==> src/rtl/core/ces_pkg.sv <==
`default_nettype none
// ----------------------------------------------------------------------------
// ces_pkg: shared types and constants of the cosine similarity engine
// Holds the job record passed from the accumulating front to the divider
// back, the sequencer states, result codes and fixed arithmetic widths.
// ----------------------------------------------------------------------------
package ces_pkg;

  // Accumulator widths (integer sums: signed Q40.0 dot, unsigned UQ40.0 squares).
  localparam int DOT_W  = 41;
  localparam int SUM_W  = 40;
  localparam int HALF_W = SUM_W / 2;
  localparam int RAD_W  = 2 * SUM_W;
  localparam int ROOT_W = SUM_W;
  // Dividend is |dot| scaled by 2^14.
  localparam int FRAC_W = 14;
  localparam int NUM_W  = DOT_W + FRAC_W;
  localparam int CNT_W  = 6;

  // Saturation limits of the dot product sum, at one guard bit.
  localparam logic signed [DOT_W:0] DOT_MAX = 42'sh0FF_FFFF_FFFF;
  localparam logic signed [DOT_W:0] DOT_MIN = -DOT_MAX - 42'sd1;

  // Result values in Q2.14.
  localparam logic [15:0] ONE_Q14 = 16'd16384;
  localparam logic [15:0] ERR_Q14 = 16'h8000;

  // Job queue depth between front and back.
  localparam int JOB_DEPTH = 2;

  typedef enum logic [1:0] {
    ST_OK        = 2'd0,
    ST_BAD_TYPE  = 2'd1,
    ST_ODD_COUNT = 2'd2,
    ST_ZERO_NORM = 2'd3
  } status_t;

  typedef enum logic [2:0] {
    BK_IDLE,
    BK_MUL,
    BK_SQRT,
    BK_DIV,
    BK_DONE
  } back_state_t;

  // One finished vector pair, ready for the normalization step.
  typedef struct packed {
    logic signed [DOT_W-1:0] dot;
    logic [SUM_W-1:0]        sxx;
    logic [SUM_W-1:0]        syy;
    logic                    odd;
    logic                    bad;
  } job_t;

endpackage
`default_nettype wire

==> src/rtl/core/ces_front.sv <==
`default_nettype none
// ----------------------------------------------------------------------------
// ces_front: element pair intake and accumulation
// Registers the three products of each accepted pair, adds them into
// saturating sums and hands a finished job to the queue on the last item.
// ----------------------------------------------------------------------------
module ces_front #(
  parameter int VALUE_WIDTH = 16
) (
  input  logic                 clk,
  input  logic                 rst,
  input  logic                 push,
  output logic                 full,
  input  logic signed [15:0]   x_value,
  input  logic signed [15:0]   y_value,
  input  logic                 not_numeric,
  input  logic                 unmatched,
  input  logic                 last,
  output logic                 job_push,
  output ces_pkg::job_t        job,
  input  logic                 job_full
);
  import ces_pkg::*;

  localparam int PW = 2 * VALUE_WIDTH;

  logic signed [VALUE_WIDTH-1:0] x_in;
  logic signed [VALUE_WIDTH-1:0] y_in;
  logic signed [PW-1:0]          xy_prod;
  logic signed [PW-1:0]          xx_prod;
  logic signed [PW-1:0]          yy_prod;

  logic                    s1_valid;
  logic signed [PW-1:0]    s1_xy;
  logic [PW-1:0]           s1_xx;
  logic [PW-1:0]           s1_yy;
  logic                    s1_bad;
  logic                    s1_odd;
  logic                    s1_last;

  logic signed [DOT_W-1:0] dot_sum;
  logic [SUM_W-1:0]        x_square_sum;
  logic [SUM_W-1:0]        y_square_sum;
  logic                    type_error_seen;

  logic signed [DOT_W:0]   dot_wide;
  logic signed [DOT_W-1:0] dot_next;
  logic [SUM_W:0]          xsq_wide;
  logic [SUM_W:0]          ysq_wide;
  logic [SUM_W-1:0]        xsq_next;
  logic [SUM_W-1:0]        ysq_next;
  logic                    step;

  // Only the low VALUE_WIDTH bits of each element take part.
  assign x_in    = x_value[VALUE_WIDTH-1:0];
  assign y_in    = y_value[VALUE_WIDTH-1:0];
  assign xy_prod = x_in * y_in;
  assign xx_prod = x_in * x_in;
  assign yy_prod = y_in * y_in;

  // A last item waits in the product stage while the queue is full.
  assign full = s1_valid & s1_last & job_full;
  assign step = s1_valid & ~full;

  // Product stage valid.
  always_ff @(posedge clk) begin
    if (rst) begin
      s1_valid <= 1'b0;
    end else if (!full) begin
      s1_valid <= push;
    end
  end

  // Product stage payload; a non-numeric pair contributes nothing.
  always_ff @(posedge clk) begin
    if (!full && push) begin
      s1_xy   <= not_numeric ? '0 : xy_prod;
      s1_xx   <= not_numeric ? '0 : PW'(xx_prod);
      s1_yy   <= not_numeric ? '0 : PW'(yy_prod);
      s1_bad  <= not_numeric;
      s1_odd  <= unmatched;
      s1_last <= last;
    end
  end

  // Saturating sums.
  always_comb begin
    dot_wide = (DOT_W + 1)'(dot_sum) + (DOT_W + 1)'(s1_xy);
    if (dot_wide > DOT_MAX) begin
      dot_next = DOT_MAX[DOT_W-1:0];
    end else if (dot_wide < DOT_MIN) begin
      dot_next = DOT_MIN[DOT_W-1:0];
    end else begin
      dot_next = dot_wide[DOT_W-1:0];
    end
    xsq_wide = {1'b0, x_square_sum} + (SUM_W + 1)'(s1_xx);
    ysq_wide = {1'b0, y_square_sum} + (SUM_W + 1)'(s1_yy);
    xsq_next = xsq_wide[SUM_W] ? '1 : xsq_wide[SUM_W-1:0];
    ysq_next = ysq_wide[SUM_W] ? '1 : ysq_wide[SUM_W-1:0];
  end

  // Accumulators clear once a vector pair has been handed on.
  always_ff @(posedge clk) begin
    if (rst) begin
      dot_sum         <= '0;
      x_square_sum    <= '0;
      y_square_sum    <= '0;
      type_error_seen <= 1'b0;
    end else if (step) begin
      if (s1_last) begin
        dot_sum         <= '0;
        x_square_sum    <= '0;
        y_square_sum    <= '0;
        type_error_seen <= 1'b0;
      end else begin
        dot_sum         <= dot_next;
        x_square_sum    <= xsq_next;
        y_square_sum    <= ysq_next;
        type_error_seen <= type_error_seen | s1_bad;
      end
    end
  end

  // Finished job, including the last pair itself.
  assign job_push = step & s1_last;
  always_comb begin
    job.dot = dot_next;
    job.sxx = xsq_next;
    job.syy = ysq_next;
    job.odd = s1_odd;
    job.bad = type_error_seen | s1_bad;
  end

endmodule
`default_nettype wire

==> src/rtl/core/ces_job_queue.sv <==
`default_nettype none
// ----------------------------------------------------------------------------
// ces_job_queue: short queue of finished jobs
// Decouples the accumulating front from the square root and divide back.
// ----------------------------------------------------------------------------
module ces_job_queue (
  input  logic          clk,
  input  logic          rst,
  input  logic          wr_en,
  input  ces_pkg::job_t wr_job,
  output logic          q_full,
  input  logic          rd_en,
  output ces_pkg::job_t rd_job,
  output logic          q_empty
);
  import ces_pkg::*;

  localparam int PTR_W = $clog2(JOB_DEPTH);

  job_t             slots [JOB_DEPTH];
  logic [PTR_W-1:0] wr_ptr;
  logic [PTR_W-1:0] rd_ptr;
  logic [PTR_W:0]   count;

  assign q_full  = (count == (PTR_W + 1)'(JOB_DEPTH));
  assign q_empty = (count == '0);
  assign rd_job  = slots[rd_ptr];

  // Pointers and fill level.
  always_ff @(posedge clk) begin
    if (rst) begin
      wr_ptr <= '0;
      rd_ptr <= '0;
      count  <= '0;
    end else begin
      if (wr_en) begin
        wr_ptr <= (wr_ptr == PTR_W'(JOB_DEPTH - 1)) ? '0 : wr_ptr + 1'b1;
      end
      if (rd_en) begin
        rd_ptr <= (rd_ptr == PTR_W'(JOB_DEPTH - 1)) ? '0 : rd_ptr + 1'b1;
      end
      if (wr_en && !rd_en) begin
        count <= count + 1'b1;
      end else if (rd_en && !wr_en) begin
        count <= count - 1'b1;
      end
    end
  end

  // Job storage.
  always_ff @(posedge clk) begin
    if (wr_en) begin
      slots[wr_ptr] <= wr_job;
    end
  end

endmodule
`default_nettype wire

==> src/rtl/core/ces_back.sv <==
`default_nettype none
// ----------------------------------------------------------------------------
// ces_back: normalization sequencer
// Classifies a job, forms sumxx*sumyy from four partial products, takes its
// integer square root one bit a cycle and divides |dot|*2^14 by it one bit
// a cycle. The result waits in an output register.
// ----------------------------------------------------------------------------
module ces_back (
  input  logic          clk,
  input  logic          rst,
  input  logic          cfg_we,
  input  logic [15:0]   cfg_data,
  input  ces_pkg::job_t job_head,
  input  logic          job_empty,
  output logic          job_pop,
  output logic          empty,
  input  logic          pop,
  output logic [15:0]   similarity,
  output logic [1:0]    status
);
  import ces_pkg::*;

  back_state_t state;
  back_state_t state_next;
  logic        res_load;

  logic [15:0]         threshold;
  logic [CNT_W-1:0]    cnt;
  status_t             pend_status;
  logic                neg;
  logic [SUM_W-1:0]    op_x;
  logic [SUM_W-1:0]    op_y;
  logic [2*HALF_W-1:0] mul_prod;
  logic [1:0]          mul_code;
  logic [RAD_W-1:0]    rad;
  logic [ROOT_W:0]     rem_s;
  logic [ROOT_W-1:0]   root;
  logic [NUM_W-1:0]    num;
  logic [ROOT_W-1:0]   rem_d;
  logic [NUM_W-1:0]    quo;

  logic                res_valid;
  logic [15:0]         res_sim;
  status_t             res_status;

  logic                zero_norm;
  logic [DOT_W-1:0]    mag;
  logic [HALF_W-1:0]   half_x;
  logic [HALF_W-1:0]   half_y;
  logic [RAD_W-1:0]    add_term;
  logic [ROOT_W+2:0]   rem_try;
  logic [ROOT_W+2:0]   trial;
  logic [ROOT_W:0]     div_try;
  logic [15:0]         q_clamp;
  logic [15:0]         sim_ok;
  logic [15:0]         sim_out;

  // Threshold register.
  always_ff @(posedge clk) begin
    if (rst) begin
      threshold <= '0;
    end else if (cfg_we) begin
      threshold <= cfg_data;
    end
  end

  // Job classification at the queue head.
  assign zero_norm = (job_head.sxx <= SUM_W'(threshold)) ||
                     (job_head.syy <= SUM_W'(threshold));
  assign mag = job_head.dot[DOT_W-1] ? DOT_W'(-job_head.dot) : DOT_W'(job_head.dot);

  // Next state and handshake controls.
  always_comb begin
    state_next = state;
    job_pop    = 1'b0;
    res_load   = 1'b0;
    case (state)
      BK_IDLE: begin
        if (!job_empty) begin
          job_pop = 1'b1;
          if (job_head.odd || job_head.bad || zero_norm) begin
            state_next = BK_DONE;
          end else begin
            state_next = BK_MUL;
          end
        end
      end
      BK_MUL: begin
        if (cnt == CNT_W'(4)) begin
          state_next = BK_SQRT;
        end
      end
      BK_SQRT: begin
        if (cnt == CNT_W'(ROOT_W - 1)) begin
          state_next = BK_DIV;
        end
      end
      BK_DIV: begin
        if (cnt == CNT_W'(NUM_W - 1)) begin
          state_next = BK_DONE;
        end
      end
      BK_DONE: begin
        if (!res_valid || pop) begin
          res_load   = 1'b1;
          state_next = BK_IDLE;
        end
      end
      default: begin
        state_next = BK_IDLE;
      end
    endcase
  end

  // State register and step counter.
  always_ff @(posedge clk) begin
    if (rst) begin
      state <= BK_IDLE;
      cnt   <= '0;
    end else begin
      state <= state_next;
      cnt   <= (state_next != state) ? '0 : cnt + 1'b1;
    end
  end

  // Partial product operand select: low/low, low/high, high/low, high/high.
  always_comb begin
    half_x = cnt[1] ? op_x[SUM_W-1:HALF_W] : op_x[HALF_W-1:0];
    half_y = cnt[0] ? op_y[SUM_W-1:HALF_W] : op_y[HALF_W-1:0];
    case (mul_code)
      2'd0:    add_term = RAD_W'(mul_prod);
      2'd1:    add_term = RAD_W'(mul_prod) << HALF_W;
      2'd2:    add_term = RAD_W'(mul_prod) << HALF_W;
      default: add_term = RAD_W'(mul_prod) << (2 * HALF_W);
    endcase
  end

  // Square root and division trial subtractions.
  assign rem_try = {rem_s, rad[RAD_W-1 -: 2]};
  assign trial   = {1'b0, root, 2'b01};
  assign div_try = {rem_d, num[NUM_W-1]};

  // Datapath.
  always_ff @(posedge clk) begin
    case (state)
      BK_IDLE: begin
        if (job_pop) begin
          if (job_head.odd) begin
            pend_status <= ST_ODD_COUNT;
          end else if (job_head.bad) begin
            pend_status <= ST_BAD_TYPE;
          end else if (zero_norm) begin
            pend_status <= ST_ZERO_NORM;
          end else begin
            pend_status <= ST_OK;
          end
          neg   <= job_head.dot[DOT_W-1];
          op_x  <= job_head.sxx;
          op_y  <= job_head.syy;
          num   <= {mag, FRAC_W'(0)};
          rad   <= '0;
          rem_s <= '0;
          root  <= '0;
          rem_d <= '0;
          quo   <= '0;
        end
      end
      BK_MUL: begin
        if (cnt[CNT_W-1:2] == '0) begin
          mul_prod <= half_x * half_y;
          mul_code <= cnt[1:0];
        end
        if (cnt != '0) begin
          rad <= rad + add_term;
        end
      end
      BK_SQRT: begin
        rad <= rad << 2;
        if (rem_try >= trial) begin
          rem_s <= (ROOT_W + 1)'(rem_try - trial);
          root  <= {root[ROOT_W-2:0], 1'b1};
        end else begin
          rem_s <= rem_try[ROOT_W:0];
          root  <= {root[ROOT_W-2:0], 1'b0};
        end
      end
      BK_DIV: begin
        num <= num << 1;
        if (div_try >= {1'b0, root}) begin
          rem_d <= ROOT_W'(div_try - {1'b0, root});
          quo   <= {quo[NUM_W-2:0], 1'b1};
        end else begin
          rem_d <= div_try[ROOT_W-1:0];
          quo   <= {quo[NUM_W-2:0], 1'b0};
        end
      end
      default: begin
      end
    endcase
  end

  // Clamp, sign and error encoding of the result.
  always_comb begin
    if (root == '0 || quo > NUM_W'(ONE_Q14)) begin
      q_clamp = ONE_Q14;
    end else begin
      q_clamp = quo[15:0];
    end
    sim_ok = neg ? 16'(-q_clamp) : q_clamp;
    case (pend_status)
      ST_OK:       sim_out = sim_ok;
      ST_BAD_TYPE: sim_out = '0;
      default:     sim_out = ERR_Q14;
    endcase
  end

  // Output register.
  always_ff @(posedge clk) begin
    if (rst) begin
      res_valid <= 1'b0;
    end else if (res_load) begin
      res_valid <= 1'b1;
    end else if (pop) begin
      res_valid <= 1'b0;
    end
  end

  always_ff @(posedge clk) begin
    if (res_load) begin
      res_sim    <= sim_out;
      res_status <= pend_status;
    end
  end

  assign empty      = ~res_valid;
  assign similarity = res_sim;
  assign status     = res_status;

endmodule
`default_nettype wire

==> src/rtl/core/cosine_similarity_engine_core.sv <==
`default_nettype none
// ----------------------------------------------------------------------------
// cosine_similarity_engine_core: streaming cosine similarity of two vectors
// Accepts one element pair per cycle while full is low; emits one Q2.14 result per vector pair.
// ----------------------------------------------------------------------------
// Throughput: one element pair per cycle while the job queue has room.
// After the last pair, a normal vector goes through 5 multiply, 40 square
// root and 55 divide steps; error cases go straight to the result register.
// The bit-serial square root and divide take one job at a time, while the
// front keeps accepting pairs; two finished vectors can wait in the job queue.
// Synchronous reset clears the sums, queue, result valid flag and threshold.
module cosine_similarity_engine_core #(
  parameter int VALUE_WIDTH = 16
) (
  input  logic               clk,
  input  logic               rst,
  input  logic               push,
  output logic               full,
  input  logic signed [15:0] x_value,
  input  logic signed [15:0] y_value,
  input  logic               not_numeric,
  input  logic               unmatched,
  input  logic               last,
  input  logic               cfg_we,
  input  logic [15:0]        cfg_data,
  output logic               empty,
  input  logic               pop,
  output logic signed [15:0] similarity,
  output logic [1:0]         status
);
  import ces_pkg::*;

  job_t job_in;
  job_t job_out;
  logic job_push;
  logic job_full;
  logic job_pop;
  logic job_empty;
  logic [15:0] sim_bits;

  // Intake and accumulation.
  ces_front #(
    .VALUE_WIDTH(VALUE_WIDTH)
  ) u_front (
    .clk        (clk),
    .rst        (rst),
    .push       (push),
    .full       (full),
    .x_value    (x_value),
    .y_value    (y_value),
    .not_numeric(not_numeric),
    .unmatched  (unmatched),
    .last       (last),
    .job_push   (job_push),
    .job        (job_in),
    .job_full   (job_full)
  );

  // Finished jobs between the two sides.
  ces_job_queue u_queue (
    .clk    (clk),
    .rst    (rst),
    .wr_en  (job_push),
    .wr_job (job_in),
    .q_full (job_full),
    .rd_en  (job_pop),
    .rd_job (job_out),
    .q_empty(job_empty)
  );

  // Square root, divide and result register.
  ces_back u_back (
    .clk       (clk),
    .rst       (rst),
    .cfg_we    (cfg_we),
    .cfg_data  (cfg_data),
    .job_head  (job_out),
    .job_empty (job_empty),
    .job_pop   (job_pop),
    .empty     (empty),
    .pop       (pop),
    .similarity(sim_bits),
    .status    (status)
  );

  assign similarity = sim_bits;

endmodule
`default_nettype wire

==> config.mk <==
export PLATFORM = sky130hd
export DESIGN_NAME = cosine_similarity_engine_core
export DESIGN_NICKNAME = d
export VERILOG_FILES = /design/src/rtl/core/ces_pkg.sv /design/src/rtl/core/ces_front.sv /design/src/rtl/core/ces_job_queue.sv /design/src/rtl/core/ces_back.sv /design/src/rtl/core/cosine_similarity_engine_core.sv
export SDC_FILE = /design/constraint.sdc
export NUM_CORES = 2
export LEC_CHECK = 0
export BUFFER_PORTS_ARGS = -buffer_cell sky130_fd_sc_hd__buf_2
export CELL_PAD_IN_SITES_DETAIL_PLACEMENT = 1
export CELL_PAD_IN_SITES_GLOBAL_PLACEMENT = 1
export CORE_ASPECT_RATIO = 0.9
export CORE_MARGIN = 3
export CORE_UTILIZATION = 44
export CTS_BUF_LIST = sky130_fd_sc_hd__clkbuf_4
export DETAILED_ROUTE_END_ITERATION = 7
export PLACE_DENSITY_LB_ADDON = 0.1
export SYNTH_ARGS = -nofsm -noshare
export SYNTH_HDL_FRONTEND = slang
export SYNTH_SLANG_ARGS = --single-unit
==> constraint.sdc <==
create_clock -name clk -period 8.78 [get_ports clk]
set_input_delay 1.756 -clock clk [delete_from_list [all_inputs] [get_ports clk]]
set_output_delay 1.756 -clock clk [all_outputs]
set_load 0.05 [all_outputs]
==> impl_metrics.csv <==
group,metric,value,unit
worst_hold_path,hp-class,"reg2reg",
cts,clock_latency,1300,ps
worst_setup_path,cp.arrival,9320,ps
worst_setup_path,critPathMostFrequentCell,"fa_1",
sta,fmax,120,MHz
global_routing,antenna_found_initial,7,
sta,final.setup.tns,0,ps
cts,hold_buffers,0,
sta,post-route-min-period,8350,ps
global_routing,grt_pass1_vias,74646,
worst_setup_path,required,9740,ps
worst_setup_path,crit_type,"reg2reg",
logic_synthesis,ys_types,103,
sta,slew_violations,0,
floorplan,start_util,0.446,
cts,cts_tree,"yes",
sta,period_share,0.952,
cts,clkSinkCount,937,
worst_setup_path,path_buf_inv,6,
cts,cts_setup_buffers,0,
detailed_routing,drc,0,
global_routing,overflow,0,
logic_synthesis,syn-num-nets,11222,
detailed_routing,detail_route.first_pass.iterations,5,
placement,placed_area,0.0967,mm^2
cts,cts_made_buffers,292,
logic_synthesis,synth-async-reset-ratio,0,
worst_setup_path,cpMaxStageDelayCell,"mux2i_1",
worst_setup_path,cp-end-kind,"flop",
logic_synthesis,synth_largest_area_cell,"edfxtp_1",
sta,finalHoldViolCount,0,
logic_synthesis,synth_flop_cell,"edfxtp_1",
sta,setup_viol,0,
detailed_routing,antenna_left,0,
logic_synthesis,synth_top_area_frac,0.254,
logic_synthesis,avgSynthCellArea,9.84,um^2
finish,layout-drive-gt1-share,0.0979,
floorplan,row_count,158,
sta,rsz0062_at_grt,"no",
placement,io_buffers,75,
detailed_routing,wl,273,mm
cts,htreeDepth,5,
cts,clk_pin_slew_worst_paths,80,ps
cts,cts_buffer_depth,4,
global_routing,grt_util_all_layers,0.255,
sta,maxSlewHeadroom,0.185,
worst_setup_path,crit_fanout,33,
sta,worstMarginPinSlew,1190,ps
detailed_routing,avgViaCountPerCell,5.43,
floorplan,die_h,441,um
floorplan,die_w,489,um
detailed_routing,vias,68099,
logic_synthesis,ys_top_cells_by_area,"edfxtp_1 25%, fa_1 23%, ha_1 9.6%, inv_1 5.6%, nand2_1 3.9%",
detailed_routing,dr.first_iter.drc_count,3480,
finish,design_area,0.100,mm^2
floorplan,dieArea,0.216,mm^2
placement,globalplace.congestion,0.900,
global_routing,grt_max_degree,106,
worst_setup_path,path_delay_family,"adder cells",
logic_synthesis,ys_seq_area_frac,0.288,
global_routing,grt_pass1_wl,431,mm
placement,place_hpwl,216,mm
logic_synthesis,synthCells,9393,
floorplan,core,0.207,mm^2
logic_synthesis,yosys_warnings,0,
logic_synthesis,synth_edf_count,783,
cts,clockRootBuffer,"clkbuf_4",
floorplan,io_pins,76,
sta,fin_worst_skew,200,ps
cts,ctsResizeCount,0,
finish,area_delta_synth_final,8.38,%
logic_synthesis,syn-cell-area,0.0924,mm^2
worst_setup_path,cp-start-kind,"flop",
worst_setup_path,slowest_delay,720,ps
logic_synthesis,synth-seq-cells,937,
status,outcome,"complete, no violations",
finish,final_nets,11439,
run,maxCapViolCount,0,
detailed_routing,wl_per_cell,21.8,um
[final timing paths]
path                                               start                             to  slack [ps]  cells past startpoint
worst max-delay path            u_back.cnt[0]$_SDFF_PP0_  u_back.mul_prod[39]$_DFFE_PP_         430                     27
worst min-delay path            u_back.rad[61]$_DFFE_PP_       u_back.rad[63]$_DFFE_PP_         440                      2
worst max register to register  u_back.cnt[0]$_SDFF_PP0_  u_back.mul_prod[39]$_DFFE_PP_         430                     27
worst min register to register  u_back.rad[61]$_DFFE_PP_       u_back.rad[63]$_DFFE_PP_         440                      2
[synth_stat cells (all sizes together) (31+ instances only)]
master	count
a21oi	445
xnor2	267
or2	32
ha	708
o21a	53
inv	1371
nand2b	77
a211oi	56
xor2	168
o21bai	52
nand2	961
a22o	97
nand4	72
and2	251
a31oi	51
o21ai	399
mux2i	129
edfxtp	783
nor2b	52
mux2	124
buf	49
nor2	797
nand3	85
fa	1065
nor3	66
and3	106
dfxtp	154
a21o	209
nor4	62
o211ai	31
clkbuf	312
[cell families after synthesis]
logic type / after synthesis / synth area share
flip-flops: 937 / 0.288
buffers and inverters: 1743 / 0.0716
adder cells (fa/ha/maj): 1791 / 0.328
multiplexers: 253 / 0.0291
XOR/XNOR: 435 / 0.0412
AND/OR/NAND/NOR: 2631 / 0.130
AO/OA/AOI/OAI: 1603 / 0.112
[area by class of cell]
type / count / area (um^2)
tap: 2720 / 3400
inverter: 1382 / 5190
multi-input combinational: 6713 / 59400
sequential: 937 / 26600
fill: 23338 / 107000
clock buffer: 413 / 3100
antenna: 9 / 22.5
timing repair buffer: 284 / 2080
clock inverter: 73 / 400
[flip-flops by register name, summed over array words and instances (netlist names), 41 cells and up, named ones only]
signal and flops:
u_queue.slots 246, u_back.rad 80, u_back.quo 55, u_back.num 41, u_back.rem_s 41, u_front.dot_sum 41
[per-stage QoR]
step	hold slack, ps	std cells	util	worst slack (ps)
2_1_floorplan	421	9393	-	534
3_3_place_gp	439	12036	0.466	227
3_5_place_dp	445	12036	0.466	125
4_1_cts	440	12522	0.483	458
5_1_grt	449	12529	0.483	8.36
6_report	441	12531	0.483	426
[routing by layer]
metal / track usage / share of wire / up-vias
met5: 0 / 0.000048 / -
met4: 0.0862 / 0.033 / 2
met3: 0.0289 / 0.033 / 438
met2: 0.441 / 0.49 / 1204
met1: 0.333 / 0.44 / 34597
li1: - / - / 31858
[placed cells by master, fill, tap and decap left out, drive strengths merged, types with 73 or more instances in the layout]
cell type and n:
a21o 209, a21oi 445, a22o 97, and2 251
and3 106, buf 284, clkbuf 413, clkinv 73
dfxtp 154, edfxtp 783, fa 1065, ha 708
inv 1378, mux2 124, mux2i 129, nand2 961
nand2b 77, nand3 85, nor2 797, o21ai 399
xnor2 267, xor2 168
[worst reg2reg max path, stage by stage (launching register included)]
cell,delay [ps]
dfxtp_2,530
buf_12,270
mux2i_1,730
buf_4,290
nor2_1,70
fa_1,530
inv_1,60
fa_1,470
fa_1,520
fa_1,550
inv_1,60
fa_1,390
fa_1,540
inv_1,60
fa_1,470
inv_1,40
ha_1,350
a21oi_1,180
o21ai_0,130
a311oi_1,350
o311ai_0,220
o211ai_1,320
o211ai_1,260
nand2_1,120
o21ai_0,110
nor4_1,210
a21oi_1,90
xnor2_1,130
Power is left out: the tool's default activity adds up to more than one toggle a clock period on the data nets, which glitch-free logic cannot reach.
